## src/rtl/lg3fs_pkg.sv

```systemverilog
// Shared constants, types and helpers for the cubic Lagrange fractional shifter.
// No dependencies; every other file of the block imports this package.
`default_nettype none

package lg3fs_pkg;

  localparam int SAMPLE_BITS   = 24;
  localparam int FRACTION_BITS = 16;
  localparam int MAX_DELAY     = 63;

  // Shift register layout: signed integer part above FRACTION_BITS fraction bits.
  localparam int SHIFT_BITS = 33;
  localparam int INT_BITS   = SHIFT_BITS - FRACTION_BITS;
  localparam int DELAY_BITS = $clog2(MAX_DELAY + 1);
  localparam int DROP_BITS  = INT_BITS;

  // Smallest fraction code that is at least one millionth of a sample.
  localparam longint FRAC_MIN =
    ((longint'(1) << FRACTION_BITS) + 64'd999999) / 64'd1000000;

  // Interpolator datapath widths. The Horner accumulator stays below
  // 2^(SAMPLE_BITS+5) in magnitude.
  localparam int ACC_W  = SAMPLE_BITS + 8;
  localparam int MB_W   = (SAMPLE_BITS + 4 > FRACTION_BITS + 1) ?
                          SAMPLE_BITS + 4 : FRACTION_BITS + 1;
  localparam int PROD_W = ACC_W + MB_W;

  // floor(m / 3) = (m * DIV3_RECIP) >> DIV_K, exact for 0 <= m < 2^(DIV_K-1).
  localparam int     DIV_K      = SAMPLE_BITS + 4;
  localparam longint DIV3_RECIP = (longint'(1) << DIV_K) / 3 + 1;

  typedef logic signed [SAMPLE_BITS-1:0] sample_t;
  typedef logic signed [SHIFT_BITS-1:0]  shift_t;
  typedef logic        [FRACTION_BITS-1:0] frac_t;
  typedef logic signed [ACC_W-1:0]       acc_t;
  typedef logic signed [MB_W-1:0]        mulb_t;
  typedef logic signed [PROD_W-1:0]      prod_t;

  // Four neighbors, newest first, and the fraction.
  typedef struct packed {
    sample_t ym1;
    sample_t y0;
    sample_t y1;
    sample_t y2;
    frac_t   frac;
  } lg3fs_taps_t;

  typedef struct packed {
    logic        start;
    lg3fs_taps_t taps;
  } lg3fs_req_t;

  typedef struct packed {
    logic    valid;
    sample_t value;
  } lg3fs_rsp_t;

  function automatic acc_t sx_acc(sample_t v);
    return {{(ACC_W - SAMPLE_BITS){v[SAMPLE_BITS-1]}}, v};
  endfunction

endpackage

`default_nettype wire

```

## src/rtl/lg3fs_if.sv

```systemverilog
// Valid/ready channel interfaces: sample input, sample result, shift configuration.
// Depends on lg3fs_pkg for the payload types.
`default_nettype none

interface lg3fs_in_if;
  import lg3fs_pkg::*;
  logic    valid;
  logic    ready;
  sample_t sample_in;
  logic    last_in;
  modport source (output valid, output sample_in, output last_in, input ready);
  modport sink   (input valid, input sample_in, input last_in, output ready);
endinterface

interface lg3fs_out_if;
  import lg3fs_pkg::*;
  logic    valid;
  logic    ready;
  sample_t sample_out;
  logic    last_out;
  modport source (output valid, output sample_out, output last_out, input ready);
  modport sink   (input valid, input sample_out, input last_out, output ready);
endinterface

interface lg3fs_cfg_if;
  import lg3fs_pkg::*;
  logic   valid;
  logic   ready;
  shift_t shift_q16;
  modport source (output valid, output shift_q16, input ready);
  modport sink   (input valid, input shift_q16, output ready);
endinterface

`default_nettype wire

```

## src/rtl/lg3fs_interp.sv

```systemverilog
// Cubic Lagrange interpolator: one shared multiplier and adder under a step counter.
// Horner evaluation, rounding, divide by six and saturation. Depends on lg3fs_pkg.
`default_nettype none

module lg3fs_interp (
  input  logic                  clk,
  input  logic                  rst_n,
  input  lg3fs_pkg::lg3fs_req_t req,
  output lg3fs_pkg::lg3fs_rsp_t rsp
);
  import lg3fs_pkg::*;

  localparam logic [2:0] ST_MUL_K3  = 3'd0;
  localparam logic [2:0] ST_ADD_K2  = 3'd1;
  localparam logic [2:0] ST_MUL_A1  = 3'd2;
  localparam logic [2:0] ST_ADD_K1  = 3'd3;
  localparam logic [2:0] ST_MUL_A2  = 3'd4;
  localparam logic [2:0] ST_ADD_C0  = 3'd5;
  localparam logic [2:0] ST_MUL_DIV = 3'd6;
  localparam logic [2:0] ST_FINISH  = 3'd7;

  localparam acc_t DIV_LIM = acc_t'(3) <<< (SAMPLE_BITS - 1);

  logic       busy_r, busy_nxt;
  logic [2:0] step_r, step_nxt;
  logic       res_valid_r, res_valid_nxt;

  acc_t    k3_r, k2_r, k1_r, c0_r;
  frac_t   f_r;
  acc_t    acc_r, acc_nxt;
  prod_t   prod_r, prod_nxt;
  sample_t res_r, res_nxt;

  acc_t  ym1, y0, y1, y2, d01, s2;
  acc_t  k3, k2, k1, c0;
  acc_t  mul_a, addend, rnd, n_plus, m_half, m_clamp;
  mulb_t mul_b;
  prod_t rnd_wide;

  // Coefficients from the taps, scaled by six.
  always_comb begin
    ym1 = sx_acc(req.taps.ym1);
    y0  = sx_acc(req.taps.y0);
    y1  = sx_acc(req.taps.y1);
    y2  = sx_acc(req.taps.y2);
    d01 = y0 - y1;
    s2  = ym1 + y1 - (y0 <<< 1);
    k3  = y2 - ym1 + (d01 <<< 1) + d01;
    k2  = (s2 <<< 1) + s2;
    k1  = (y1 <<< 2) + (y1 <<< 1) - (ym1 <<< 1) - (y0 <<< 1) - y0 - y2;
    c0  = (y0 <<< 2) + (y0 <<< 1);
  end

  // Divide-by-six prep: floor((a+3)/2), clamp to the range that maps onto
  // the output range, then bias to nonnegative for the reciprocal multiply.
  always_comb begin
    n_plus = acc_r + acc_t'(3);
    m_half = n_plus >>> 1;
    if (m_half < -DIV_LIM) begin
      m_clamp = -DIV_LIM;
    end else if (m_half > DIV_LIM - acc_t'(1)) begin
      m_clamp = DIV_LIM - acc_t'(1);
    end else begin
      m_clamp = m_half;
    end
  end

  // Shared multiplier operand select.
  always_comb begin
    if (step_r == ST_MUL_K3) begin
      mul_a = k3_r;
    end else if (step_r == ST_MUL_DIV) begin
      mul_a = m_clamp + DIV_LIM;
    end else begin
      mul_a = acc_r;
    end
    if (step_r == ST_MUL_DIV) begin
      mul_b = mulb_t'(DIV3_RECIP);
    end else begin
      mul_b = mulb_t'({1'b0, f_r});
    end
  end

  assign prod_nxt = prod_t'(mul_a) * prod_t'(mul_b);

  // Shared adder: round the product back to sample scale and add a coefficient.
  always_comb begin
    rnd_wide = (prod_r + (prod_t'(1) <<< (FRACTION_BITS - 1))) >>> FRACTION_BITS;
    rnd      = rnd_wide[ACC_W-1:0];
    if (step_r == ST_ADD_K2) begin
      addend = k2_r;
    end else if (step_r == ST_ADD_K1) begin
      addend = k1_r;
    end else begin
      addend = c0_r;
    end
    acc_nxt = rnd + addend;
  end

  // Quotient is biased by half the range: undo it by flipping the top bit.
  assign res_nxt = {~prod_r[DIV_K + SAMPLE_BITS - 1], prod_r[DIV_K +: SAMPLE_BITS - 1]};

  always_comb begin
    busy_nxt      = busy_r;
    step_nxt      = step_r;
    res_valid_nxt = res_valid_r;
    if (req.start) begin
      busy_nxt      = 1'b1;
      step_nxt      = ST_MUL_K3;
      res_valid_nxt = 1'b0;
    end else if (busy_r) begin
      step_nxt = step_r + 3'd1;
      if (step_r == ST_FINISH) begin
        busy_nxt      = 1'b0;
        res_valid_nxt = 1'b1;
      end
    end
  end

  always_ff @(posedge clk) begin
    if (!rst_n) begin
      busy_r      <= 1'b0;
      step_r      <= ST_MUL_K3;
      res_valid_r <= 1'b0;
    end else begin
      busy_r      <= busy_nxt;
      step_r      <= step_nxt;
      res_valid_r <= res_valid_nxt;
    end
  end

  always_ff @(posedge clk) begin
    if (req.start) begin
      k3_r <= k3;
      k2_r <= k2;
      k1_r <= k1;
      c0_r <= c0;
      f_r  <= req.taps.frac;
    end
    if (busy_r) begin
      unique case (step_r)
        ST_MUL_K3, ST_MUL_A1, ST_MUL_A2, ST_MUL_DIV: prod_r <= prod_nxt;
        ST_ADD_K2, ST_ADD_K1, ST_ADD_C0:             acc_r  <= acc_nxt;
        ST_FINISH:                                   res_r  <= res_nxt;
      endcase
    end
  end

  assign rsp.valid = res_valid_r;
  assign rsp.value = res_r;

endmodule

`default_nettype wire

```

## src/rtl/lagrange3_fractional_shifter_core.sv

```systemverilog
// Top level of the cubic Lagrange fractional shifter: stream sequencer,
// history, output register. Depends on lg3fs_pkg, lg3fs_if and lg3fs_interp.
`default_nettype none

//  channel  | direction | payload                     | transfer when
//  ---------+-----------+-----------------------------+---------------------------
//  in_ch    | sink      | sample_in (s24), last_in    | in_ch.valid & in_ch.ready
//  out_ch   | source    | sample_out (s24), last_out  | out_ch.valid & out_ch.ready
//  cfg_ch   | sink      | shift_q16 (s33, Q16)        | cfg_ch.valid & cfg_ch.ready
//
//  One input transfer at a time; in_ch.ready is high only while the sequencer
//  idles. A dropped sample goes straight back to idle. A pushed sample with a
//  fraction waits on the shared multiplier of the interpolator once the history
//  holds a sample, and the stream's last sample waits on it once more.
//  The first sample of a stream also runs one push per delay zero (up to 63).
//  A full output register stalls the sequencer before it emits; rst_n
//  (synchronous) clears the stream state and the shift register.

module lagrange3_fractional_shifter_core (
  input logic         clk,
  input logic         rst_n,
  lg3fs_in_if.sink    in_ch,
  lg3fs_out_if.source out_ch,
  lg3fs_cfg_if.sink   cfg_ch
);
  import lg3fs_pkg::*;

  localparam logic [2:0] ST_IDLE  = 3'd0;
  localparam logic [2:0] ST_DISP  = 3'd1;
  localparam logic [2:0] ST_PUSH  = 3'd2;
  localparam logic [2:0] ST_CALC1 = 3'd3;
  localparam logic [2:0] ST_SHIFT = 3'd4;
  localparam logic [2:0] ST_CALC2 = 3'd5;
  localparam logic [2:0] ST_POST  = 3'd6;

  logic [2:0] state_r, state_nxt;

  shift_t shift_r;

  // Stream state, latched on the first sample of a stream.
  logic                  active_r, active_nxt;
  logic [DELAY_BITS-1:0] delay_cnt_r, delay_cnt_nxt;
  logic [DROP_BITS-1:0]  drop_r, drop_nxt;
  logic [DROP_BITS-1:0]  dropped_r, dropped_nxt;
  frac_t                 frac_r, frac_nxt;
  sample_t               hist0_r, hist0_nxt, hist1_r, hist1_nxt, hist2_r, hist2_nxt;
  logic                  hist_valid_r, hist_valid_nxt;

  // Current input item and the sample being pushed.
  sample_t x_r, x_nxt;
  logic    x_last_r, x_last_nxt;
  sample_t cur_v_r, cur_v_nxt;
  logic    cur_last_r, cur_last_nxt;
  logic    item_pushed_r, item_pushed_nxt;

  // Output register.
  logic    out_valid_r, out_valid_nxt;
  sample_t out_sample_r, out_sample_nxt;
  logic    out_last_r, out_last_nxt;

  logic       in_fire, out_free, emit;
  lg3fs_req_t req;
  lg3fs_rsp_t rsp;

  logic signed [INT_BITS-1:0] int_part;
  logic [DELAY_BITS-1:0]      start_delay;
  logic [DROP_BITS-1:0]       start_drop;
  frac_t                      start_frac;

  lg3fs_interp u_interp (
    .clk   (clk),
    .rst_n (rst_n),
    .req   (req),
    .rsp   (rsp)
  );

  assign in_fire  = in_ch.valid && in_ch.ready;
  assign out_free = !out_valid_r || out_ch.ready;

  // Split the shift: floor part, fraction. Clamp the delay, negate the advance,
  // and treat a fraction below one millionth of a sample as none.
  assign int_part = shift_r[SHIFT_BITS-1:FRACTION_BITS];

  always_comb begin
    start_delay = '0;
    start_drop  = '0;
    if (int_part[INT_BITS-1]) begin
      start_drop = DROP_BITS'(~int_part) + DROP_BITS'(1);
    end else if (int_part != '0) begin
      if ($unsigned(int_part) > INT_BITS'(MAX_DELAY)) begin
        start_delay = DELAY_BITS'(MAX_DELAY);
      end else begin
        start_delay = int_part[DELAY_BITS-1:0];
      end
    end
    if (shift_r[FRACTION_BITS-1:0] >= FRACTION_BITS'(FRAC_MIN)) begin
      start_frac = shift_r[FRACTION_BITS-1:0];
    end else begin
      start_frac = '0;
    end
  end

  // Sequencer: per input item, push the delay zeros (first item only), then
  // either drop the item or push it. A push emits directly without a fraction;
  // with one it interpolates over the history once the history holds a sample,
  // shifts the history, and flushes one more interpolation on the last sample.
  always_comb begin
    state_nxt       = state_r;
    active_nxt      = active_r;
    delay_cnt_nxt   = delay_cnt_r;
    drop_nxt        = drop_r;
    dropped_nxt     = dropped_r;
    frac_nxt        = frac_r;
    hist0_nxt       = hist0_r;
    hist1_nxt       = hist1_r;
    hist2_nxt       = hist2_r;
    hist_valid_nxt  = hist_valid_r;
    x_nxt           = x_r;
    x_last_nxt      = x_last_r;
    cur_v_nxt       = cur_v_r;
    cur_last_nxt    = cur_last_r;
    item_pushed_nxt = item_pushed_r;
    out_sample_nxt  = out_sample_r;
    out_last_nxt    = out_last_r;
    emit            = 1'b0;
    req.start       = 1'b0;
    req.taps.ym1    = cur_v_r;
    req.taps.y0     = hist0_r;
    req.taps.y1     = hist1_r;
    req.taps.y2     = hist2_r;
    req.taps.frac   = frac_r;

    unique case (state_r)
      ST_IDLE: begin
        if (in_fire) begin
          x_nxt           = in_ch.sample_in;
          x_last_nxt      = in_ch.last_in;
          item_pushed_nxt = 1'b0;
          if (!active_r) begin
            active_nxt    = 1'b1;
            delay_cnt_nxt = start_delay;
            drop_nxt      = start_drop;
            frac_nxt      = start_frac;
          end
          state_nxt = ST_DISP;
        end
      end
      ST_DISP: begin
        if (delay_cnt_r != '0) begin
          cur_v_nxt     = '0;
          cur_last_nxt  = 1'b0;
          delay_cnt_nxt = delay_cnt_r - DELAY_BITS'(1);
          state_nxt     = ST_PUSH;
        end else if (!x_last_r && (dropped_r < drop_r)) begin
          dropped_nxt = dropped_r + DROP_BITS'(1);
          state_nxt   = ST_IDLE;
        end else begin
          cur_v_nxt       = x_r;
          cur_last_nxt    = x_last_r;
          item_pushed_nxt = 1'b1;
          state_nxt       = ST_PUSH;
        end
      end
      ST_PUSH: begin
        if (frac_r == '0) begin
          if (out_free) begin
            emit           = 1'b1;
            out_sample_nxt = cur_v_r;
            out_last_nxt   = cur_last_r;
            state_nxt      = ST_POST;
          end
        end else if (hist_valid_r) begin
          req.start = 1'b1;
          state_nxt = ST_CALC1;
        end else begin
          state_nxt = ST_SHIFT;
        end
      end
      ST_CALC1: begin
        if (rsp.valid && out_free) begin
          emit           = 1'b1;
          out_sample_nxt = rsp.value;
          out_last_nxt   = 1'b0;
          state_nxt      = ST_SHIFT;
        end
      end
      ST_SHIFT: begin
        hist0_nxt      = cur_v_r;
        hist1_nxt      = hist0_r;
        hist2_nxt      = hist1_r;
        hist_valid_nxt = 1'b1;
        if (cur_last_r) begin
          // Flush: the sample after the last one counts as zero.
          req.start    = 1'b1;
          req.taps.ym1 = '0;
          req.taps.y0  = cur_v_r;
          req.taps.y1  = hist0_r;
          req.taps.y2  = hist1_r;
          state_nxt    = ST_CALC2;
        end else begin
          state_nxt = ST_POST;
        end
      end
      ST_CALC2: begin
        if (rsp.valid && out_free) begin
          emit           = 1'b1;
          out_sample_nxt = rsp.value;
          out_last_nxt   = 1'b1;
          state_nxt      = ST_POST;
        end
      end
      ST_POST: begin
        if (item_pushed_r) begin
          if (cur_last_r) begin
            // End of stream: back to the reset state for the next one.
            active_nxt     = 1'b0;
            dropped_nxt    = '0;
            hist0_nxt      = '0;
            hist1_nxt      = '0;
            hist2_nxt      = '0;
            hist_valid_nxt = 1'b0;
          end
          state_nxt = ST_IDLE;
        end else begin
          state_nxt = ST_DISP;
        end
      end
      default: begin
        state_nxt = ST_IDLE;
      end
    endcase
  end

  // Hold a result until the sink takes it; load a new one on emit.
  always_comb begin
    if (emit) begin
      out_valid_nxt = 1'b1;
    end else if (out_ch.ready) begin
      out_valid_nxt = 1'b0;
    end else begin
      out_valid_nxt = out_valid_r;
    end
  end

  always_ff @(posedge clk) begin
    if (!rst_n) begin
      state_r       <= ST_IDLE;
      shift_r       <= '0;
      active_r      <= 1'b0;
      delay_cnt_r   <= '0;
      drop_r        <= '0;
      dropped_r     <= '0;
      frac_r        <= '0;
      hist0_r       <= '0;
      hist1_r       <= '0;
      hist2_r       <= '0;
      hist_valid_r  <= 1'b0;
      item_pushed_r <= 1'b0;
      out_valid_r   <= 1'b0;
    end else begin
      state_r       <= state_nxt;
      if (cfg_ch.valid) begin
        shift_r <= cfg_ch.shift_q16;
      end
      active_r      <= active_nxt;
      delay_cnt_r   <= delay_cnt_nxt;
      drop_r        <= drop_nxt;
      dropped_r     <= dropped_nxt;
      frac_r        <= frac_nxt;
      hist0_r       <= hist0_nxt;
      hist1_r       <= hist1_nxt;
      hist2_r       <= hist2_nxt;
      hist_valid_r  <= hist_valid_nxt;
      item_pushed_r <= item_pushed_nxt;
      out_valid_r   <= out_valid_nxt;
    end
  end

  always_ff @(posedge clk) begin
    x_r          <= x_nxt;
    x_last_r     <= x_last_nxt;
    cur_v_r      <= cur_v_nxt;
    cur_last_r   <= cur_last_nxt;
    out_sample_r <= out_sample_nxt;
    out_last_r   <= out_last_nxt;
  end

  assign in_ch.ready       = (state_r == ST_IDLE);
  assign cfg_ch.ready      = 1'b1;
  assign out_ch.valid      = out_valid_r;
  assign out_ch.sample_out = out_sample_r;
  assign out_ch.last_out   = out_last_r;

endmodule

`default_nettype wire
```

## src/flat_wrapper.sv

```systemverilog
// flat-port wrapper written by rule: the top's interface ports become plain ports
module lagrange3_fractional_shifter_core_flat import lg3fs_pkg::*;
  (clk, rst_n, in_ch_valid, in_ch_sample_in, in_ch_last_in, in_ch_ready, out_ch_valid, out_ch_sample_out, out_ch_last_out, out_ch_ready, cfg_ch_valid, cfg_ch_shift_q16, cfg_ch_ready);
  lg3fs_in_if in_ch_i ();
  lg3fs_out_if out_ch_i ();
  lg3fs_cfg_if cfg_ch_i ();
  input logic clk;
  input logic rst_n;
  input wire logic [$bits(in_ch_i.valid)-1:0] in_ch_valid;
  input wire logic [$bits(in_ch_i.sample_in)-1:0] in_ch_sample_in;
  input wire logic [$bits(in_ch_i.last_in)-1:0] in_ch_last_in;
  output wire logic [$bits(in_ch_i.ready)-1:0] in_ch_ready;
  output wire logic [$bits(out_ch_i.valid)-1:0] out_ch_valid;
  output wire logic [$bits(out_ch_i.sample_out)-1:0] out_ch_sample_out;
  output wire logic [$bits(out_ch_i.last_out)-1:0] out_ch_last_out;
  input wire logic [$bits(out_ch_i.ready)-1:0] out_ch_ready;
  input wire logic [$bits(cfg_ch_i.valid)-1:0] cfg_ch_valid;
  input wire logic [$bits(cfg_ch_i.shift_q16)-1:0] cfg_ch_shift_q16;
  output wire logic [$bits(cfg_ch_i.ready)-1:0] cfg_ch_ready;
  assign in_ch_i.valid = in_ch_valid;
  assign in_ch_i.sample_in = in_ch_sample_in;
  assign in_ch_i.last_in = in_ch_last_in;
  assign in_ch_ready = in_ch_i.ready;
  assign out_ch_valid = out_ch_i.valid;
  assign out_ch_sample_out = out_ch_i.sample_out;
  assign out_ch_last_out = out_ch_i.last_out;
  assign out_ch_i.ready = out_ch_ready;
  assign cfg_ch_i.valid = cfg_ch_valid;
  assign cfg_ch_i.shift_q16 = cfg_ch_shift_q16;
  assign cfg_ch_ready = cfg_ch_i.ready;
  lagrange3_fractional_shifter_core u_core (.clk(clk), .rst_n(rst_n), .in_ch(in_ch_i), .out_ch(out_ch_i), .cfg_ch(cfg_ch_i));
endmodule
```

## config.mk

```make
export PLATFORM = sky130hd
export DESIGN_NAME = lagrange3_fractional_shifter_core_flat
export DESIGN_NICKNAME = d
export VERILOG_FILES = /design/src/rtl/lg3fs_pkg.sv /design/src/rtl/lg3fs_if.sv /design/src/rtl/lg3fs_interp.sv /design/src/rtl/lagrange3_fractional_shifter_core.sv /design/src/flat_wrapper.sv
export SDC_FILE = /design/constraint.sdc
export NUM_CORES = 2
export LEC_CHECK = 0
export BUFFER_PORTS_ARGS = -buffer_cell sky130_fd_sc_hd__buf_2
export CORE_MARGIN = 10
export CORE_UTILIZATION = 60
export CTS_BUF_LIST = sky130_fd_sc_hd__clkbuf_8
export DETAILED_ROUTE_END_ITERATION = 10
export PLACE_DENSITY = 0.85
export RECOVER_POWER = 100
export SETUP_SLACK_MARGIN = 0.1
export SLEW_MARGIN = 40
export SYNTH_ARGS = -nofsm -noshare
export SYNTH_HDL_FRONTEND = slang
export SYNTH_SLANG_ARGS = --single-unit
```

## constraint.sdc

```tcl
create_clock -name clk -period 12 [get_ports clk]
set_input_delay 1.8 -clock clk [delete_from_list [all_inputs] [get_ports clk]]
set_output_delay 1.8 -clock clk [all_outputs]
set_load 0.05 [all_outputs]
```

# Yosys cells after proc, flatten, opt, wreduce, memory -nomap -nowiden
# Cells that the tools add are included.
[word_totals] ff_bits=500 in_bits=63 output_inout_bits=28 elab_cells=196
[classes] add_sub_neg=21 multipliers=1 order_cmp=5 eq_ne=28 mux=71 bitwise_logic=4 reduce_logical=36
[ops] cell="$mux W32" n=6
[ops] cell="$pmux W24 S2" n=4
[ops] cell="$mux W24" n=6
[ops] cell="$mux W97" n=1
[ops] cell="$mux W96" n=1
[ops] cell="$mux W17" n=5
[ops] cell="$add A26 B25 Y27" n=2
[ops] cell="$mul A32 B28 Y52" n=1
[ops] cell="$sub A24 B24 Y25" n=2
[ops] cell="$add A48 B17 Y48 const B" n=1
[ops] cell="$mux W6" n=6
[ops] cell="$pmux W17 S2" n=1
[ops] cell="$add A32 B26 Y32 const B" n=1
[ops] cell="$add A32 B3 Y32 const B" n=1
[ops] cell="$add A32 B32 Y32" n=1
[ops] cell="$gt A31 B26 Y1 const B" n=1
[ops] cell="$lt A31 B26 Y1 const B" n=1
[ops] cell="$sub A30 B24 Y31" n=1
[ops] cell="$sub A29 B24 Y30" n=1
[ops] cell="$sub A28 B25 Y29" n=1
[ops] cell="$add A27 B25 Y28" n=1
[ops] cell="$add A27 B26 Y28" n=1
[ops] cell="$sub A27 B25 Y28" n=1
[ops] cell="$add A25 B26 Y27" n=1
[ops] cell="other kinds (42)" n=118

# Depth between registers and ports, before layout
[depth] ltp_word=8 depth_mapped=47 depth_no_buf=45

# Hierarchy
# Synthesis repeated with hierarchy kept, for this count alone.
[unflattened] hier_cells=6120 hier_area_um2=56073.8
[modules_own_cells] module="lg3fs_interp" instances=1 cells_per_inst=4870 area_per_inst_um2=44906.8 seq_area_each_um2=6766.5
[modules_own_cells] module="lagrange3_fractional_shifter_core" instances=1 cells_per_inst=1250 area_per_inst_um2=11167.0 seq_area_each_um2=5615.4

# Least setup slack after synthesis
# No wires, ideal clock.
[synth_timing] kind="register -> register" from="reg u_core.frac_r[3]" to="reg u_core.u_interp.busy_r" setup_time_ns=0.101 t_arrival_ns=10.666 required_ns=11.899 path_slack_ns=1.234 path_stages_with_launch=7 n_path_buf=0 period_less_slack_ns=10.766 cell_sequence="dfxtp_1 nor4_1 and4_1 nor2_1 nand2_1 o21ai_0 o21a_1"
[synth_lines] element="from (decl)" line="lagrange3_fractional_shifter_core.sv:45" text="frac_t frac_r, frac_nxt;"
[synth_lines] element="from (signal assigned)" line="lagrange3_fractional_shifter_core.sv:269" text="frac_r <= frac_nxt;"
[synth_lines] element="to (signal assigned)" line="lg3fs_interp.sv:126" text="busy_r <= busy_nxt;"
[synth_lines] element="to (decl)" line="lg3fs_interp.sv:24" text="logic busy_r, busy_nxt;"

# Worst setup path in the final report
[layout_timing] from="reg u_core.u_interp.acc_r[3]" to="reg u_core.u_interp.prod_r[51] (data pin)"
[layout_via] elab_chain_cells=8 word_cells_on_any_way=9 cone_classes="add/sub (2); mul (1); order compare (2); mux (4)"
[layout_rtl] element="from (decl)" line="lg3fs_interp.sv:30" text="acc_t acc_r, acc_nxt;"
[layout_rtl] element="from (signal assigned)" line="lg3fs_interp.sv:143" text="ST_ADD_K2, ST_ADD_K1, ST_ADD_C0: acc_r <= acc_nxt;"
[layout_rtl] element="$add A32 B3 Y32" line="lg3fs_interp.sv:57" text="n_plus = acc_r + acc_t'(3);"
[layout_rtl] element="$gt A31 B26 Y1" line="lg3fs_interp.sv:61" text="end else if (m_half > DIV_LIM - acc_t'(1)) begin"
[layout_rtl] element="$mux W32" line="lg3fs_interp.sv:61"
[layout_rtl] element="$mux W32" line="lg3fs_interp.sv:59" text="if (m_half < -DIV_LIM) begin"
[layout_rtl] element="$add A32 B26 Y32" line="lg3fs_interp.sv:73" text="mul_a = m_clamp + DIV_LIM;"
[layout_rtl] element="$mux W32 *" line="lg3fs_interp.sv:72" text="end else if (step_r == ST_MUL_DIV) begin"
[layout_rtl] element="$mux W32 *" line="lg3fs_interp.sv:70" text="if (step_r == ST_MUL_K3) begin"
[layout_rtl] element="$mul A32 B28 Y52 *" line="lg3fs_interp.sv:84" text="assign prod_nxt = prod_t'(mul_a) * prod_t'(mul_b);"
[layout_rtl] element="net u_core.u_interp.prod_nxt[51]" line="lg3fs_interp.sv:31" text="prod_t prod_r, prod_nxt;"
[layout_rtl] element="to (signal assigned)" line="lg3fs_interp.sv:142" text="ST_MUL_K3, ST_MUL_A1, ST_MUL_A2, ST_MUL_DIV: prod_r <= prod_nxt;"
[layout_rtl] element="to (decl)" line="lg3fs_interp.sv:31"
# The timed path passes the listed nets; every way through them passes the cells marked *.
# A chain may end at the register's enable or synchronous reset.

==> out/qor.yml <==
synthesis:
  synth_seq_area_share_pct: 22.0
  yosys_warnings: 0
  synth_edf_count: 297
  syn_area_per_cell_um2: 9.43
  synth_area_leaders: "fa_1 30%, edfxtp_1 16%, ha_1 9.6%"
  yosys-top-cells-count: "1195 x inv_1, 836 x fa_1, 712 x nand2_1"
  syn_area_um2: 56200
  yosys.area.top_type: "fa_1"
  synth_async_sr_flop_share_pct: 0
  synth-main-ff-cell: "edfxtp_1"
  yosysTopAreaCellShare_pct: 29.8
  ys_seq_elements: 470
  yosysMostFrequentCell: "inv_1"
  synthCells: 5964
  ys_types: 80
run:
  max-cap-violations: 12
clock_network:
  cts_tree: "yes"
  cts_made_buffers: 78
  path_clk_slew_ps: 80
  h-tree-depth: 3
  clk_latency_ps: 730
  clock_path_buffers: 3
  postCtsSetupBuffers: 0
  clock-sinks: 470
  root_buffer: "clkbuf_8"
worst_setup_path:
  critPathMaxFanout: 14
  worstRegToRegCells: 40
  crit_family: "adder cells"
  r2r_end: "u_core.u_interp.prod_r[51]"
  worstPathRequired_ps: 12410
  cp_slowest_cell: "a21oi_2"
  startpoint: "u_core.u_interp.acc_r[3]"
  r2r_slack_ps: 650
  cp_num_buf_inv: 7
  worstSetupPathType: "reg -> reg"
  cp.arrival_ps: 11760
  crit_path_start_kind: "flip-flop"
  max_stage_delay_ps: 550
  crit_top_cell: "fa_1"
  critPathCaptureType: "flip-flop"
  timing.rr.start: "u_core.u_interp.acc_r[3]"
timing:
  finalSetupViolCount: 0
  period_share_pct: 94.6
  min_period_ps: 11350
  finalSetupTns_ps: 0
  rsz0062_at_grt: "no"
  hold_ws_ps: 430
  slew_headroom_pct: -164
  fin_worst_skew_ps: 59.2
  final_max_slew_viol_count: 551
  maxClockFrequency_mhz: 88.1
  finalHoldViolCount: 0
  worst_pin_slew_ps: 3950
cells_and_area:
  areaGrowthSynthToFinish_pct: 6.20
  fin_util_pct: 64.1
  n_antenna_cell: 0
  nNetsFinal: 7358
  drive_above_1_share_pct: 5.48
  final_area_um2: 59700
route:
  drtPass1Iterations: 6
  initialDrtViolationCount: 3739
  dr_total_vias: 42400
  wirelength_um: 149000
  drc: 0
  viasPerCell: 5.77
  wire_per_inst_um: 20.3
  detail-route-antenna-nets: 0
placement:
  postPlaceCellArea_um2: 58200
  place_hpwl_um: 121000
  gp_congestion: 1.04
  port_buffers: 89
global_routing:
  grt_pass1_vias: 44600
  grt_pass1_wl_um: 241000
  grt_start_max_net_pins: 91
  grt_util_all_layers_pct: 28.4
  grt-ovfl-total: 0
  antenna_found_initial: 1
worst_hold_path:
  min_from: "u_core.frac_r[13]"
  hold_path.class: "reg -> reg"
  whs_path_depth: 0
  min_to: "u_core.u_interp.f_r[13]"
floorplanning:
  die_height_um: 326
  row_count: 112
  initial_core_util_pct: 60.4
  io_pins: 91
  fp.dieArea_um2: 106000
  die_w_um: 326
  core_area_um2: 93200
outcome:
  status: "finished, violations left"
  violations: "capacitance limit, slew limit"
[cell families (layout without fill, tap and decap cells)]
group                    Yosys count  count (layout)  synth area share [%]
AO/OA/AOI/OAI                    769             769                  9.13
flip-flops                       470             470                  22.0
multiplexers                     116             116                  2.12
other                              2              10                0.0134
XOR/XNOR                         278             278                  4.33
AND/OR/NAND/NOR                 1675            1675                  13.6
adder cells (fa/ha/maj)         1267            1267                  39.3
buffers and inverters           1387            1508                  9.41
[worst max path at each step]
stage	end	slack [ps]	cells after the start
2_1_floorplan	u_core.u_interp.busy_r	1230	6
3_3_place_gp	u_core.u_interp.prod_r[51]	960	43
3_5_place_dp	u_core.u_interp.prod_r[50]	660	43
4_1_cts	u_core.u_interp.prod_r[51]	610	43
5_1_grt	u_core.u_interp.prod_r[51]	100	42
6_report	u_core.u_interp.prod_r[51]	650	40
[area by class of cell]
class	count	area [um2]
well taps	1254	1570
inverters	1195	4490
repair buffers	168	977
flip-flops and latches	470	12400
clock buffers	89	1220
fillers	7324	33500
multi-input cells	4115	38700
clock inverters	56	407
[flip-flops by register name (all words and copies together) (netlist names), 26 cells and up]
| register | count |
|---|---|
| u_core.u_interp.prod_r | 37 |
| u_core.u_interp.acc_r | 32 |
| u_core.u_interp.c0_r | 26 |
| u_core.u_interp.k2_r | 28 |
| u_core.shift_r | 33 |
| u_core.u_interp.k1_r | 31 |
| u_core.u_interp.k3_r | 28 |
[layout by cell type (no fill, tap or decap), drive strengths merged, types with 61 or more instances in the layout]
cell type | Yosys | routed
fa | 836 | 836
nor2b | 173 | 173
nand3 | 76 | 76
clkbuf | 147 | 137
and2 | 67 | 67
ha | 431 | 431
buf | 45 | 120
edfxtp | 297 | 297
o21a | 61 | 61
dfxtp | 173 | 173
xor2 | 78 | 78
inv | 1195 | 1221
mux2i | 91 | 91
o21ai | 154 | 154
nand2 | 712 | 712
xnor2 | 200 | 200
a22oi | 96 | 96
nor3 | 78 | 78
a21oi | 203 | 203
nor2 | 362 | 362
[per-stage QoR]
stage	setup slack (ps)	cells
floorplan	1230	5972
global placement	961	7197
detailed placement	656	7200
CTS	605	7345
global route	96.4	7347
finish	651	7347
[what timing repair did]
action / CTS / global route
resized for setup: 0 / 7
endpoints found under the setup margin: 0 / 10
hold buffers: 0 / 0
[per-layer routing]
metal,up-vias,global-route usage [%],routed length (um)
met3,519,5.85,13100
met2,1892,46.4,69900
met1,20800,35.6,57600
met5,-,0,12
met4,2,14.1,8930
li1,19100,-,-
Power is left out: the tool's default activity adds up to more than one toggle a clock period on the data nets, which glitch-free logic cannot reach.
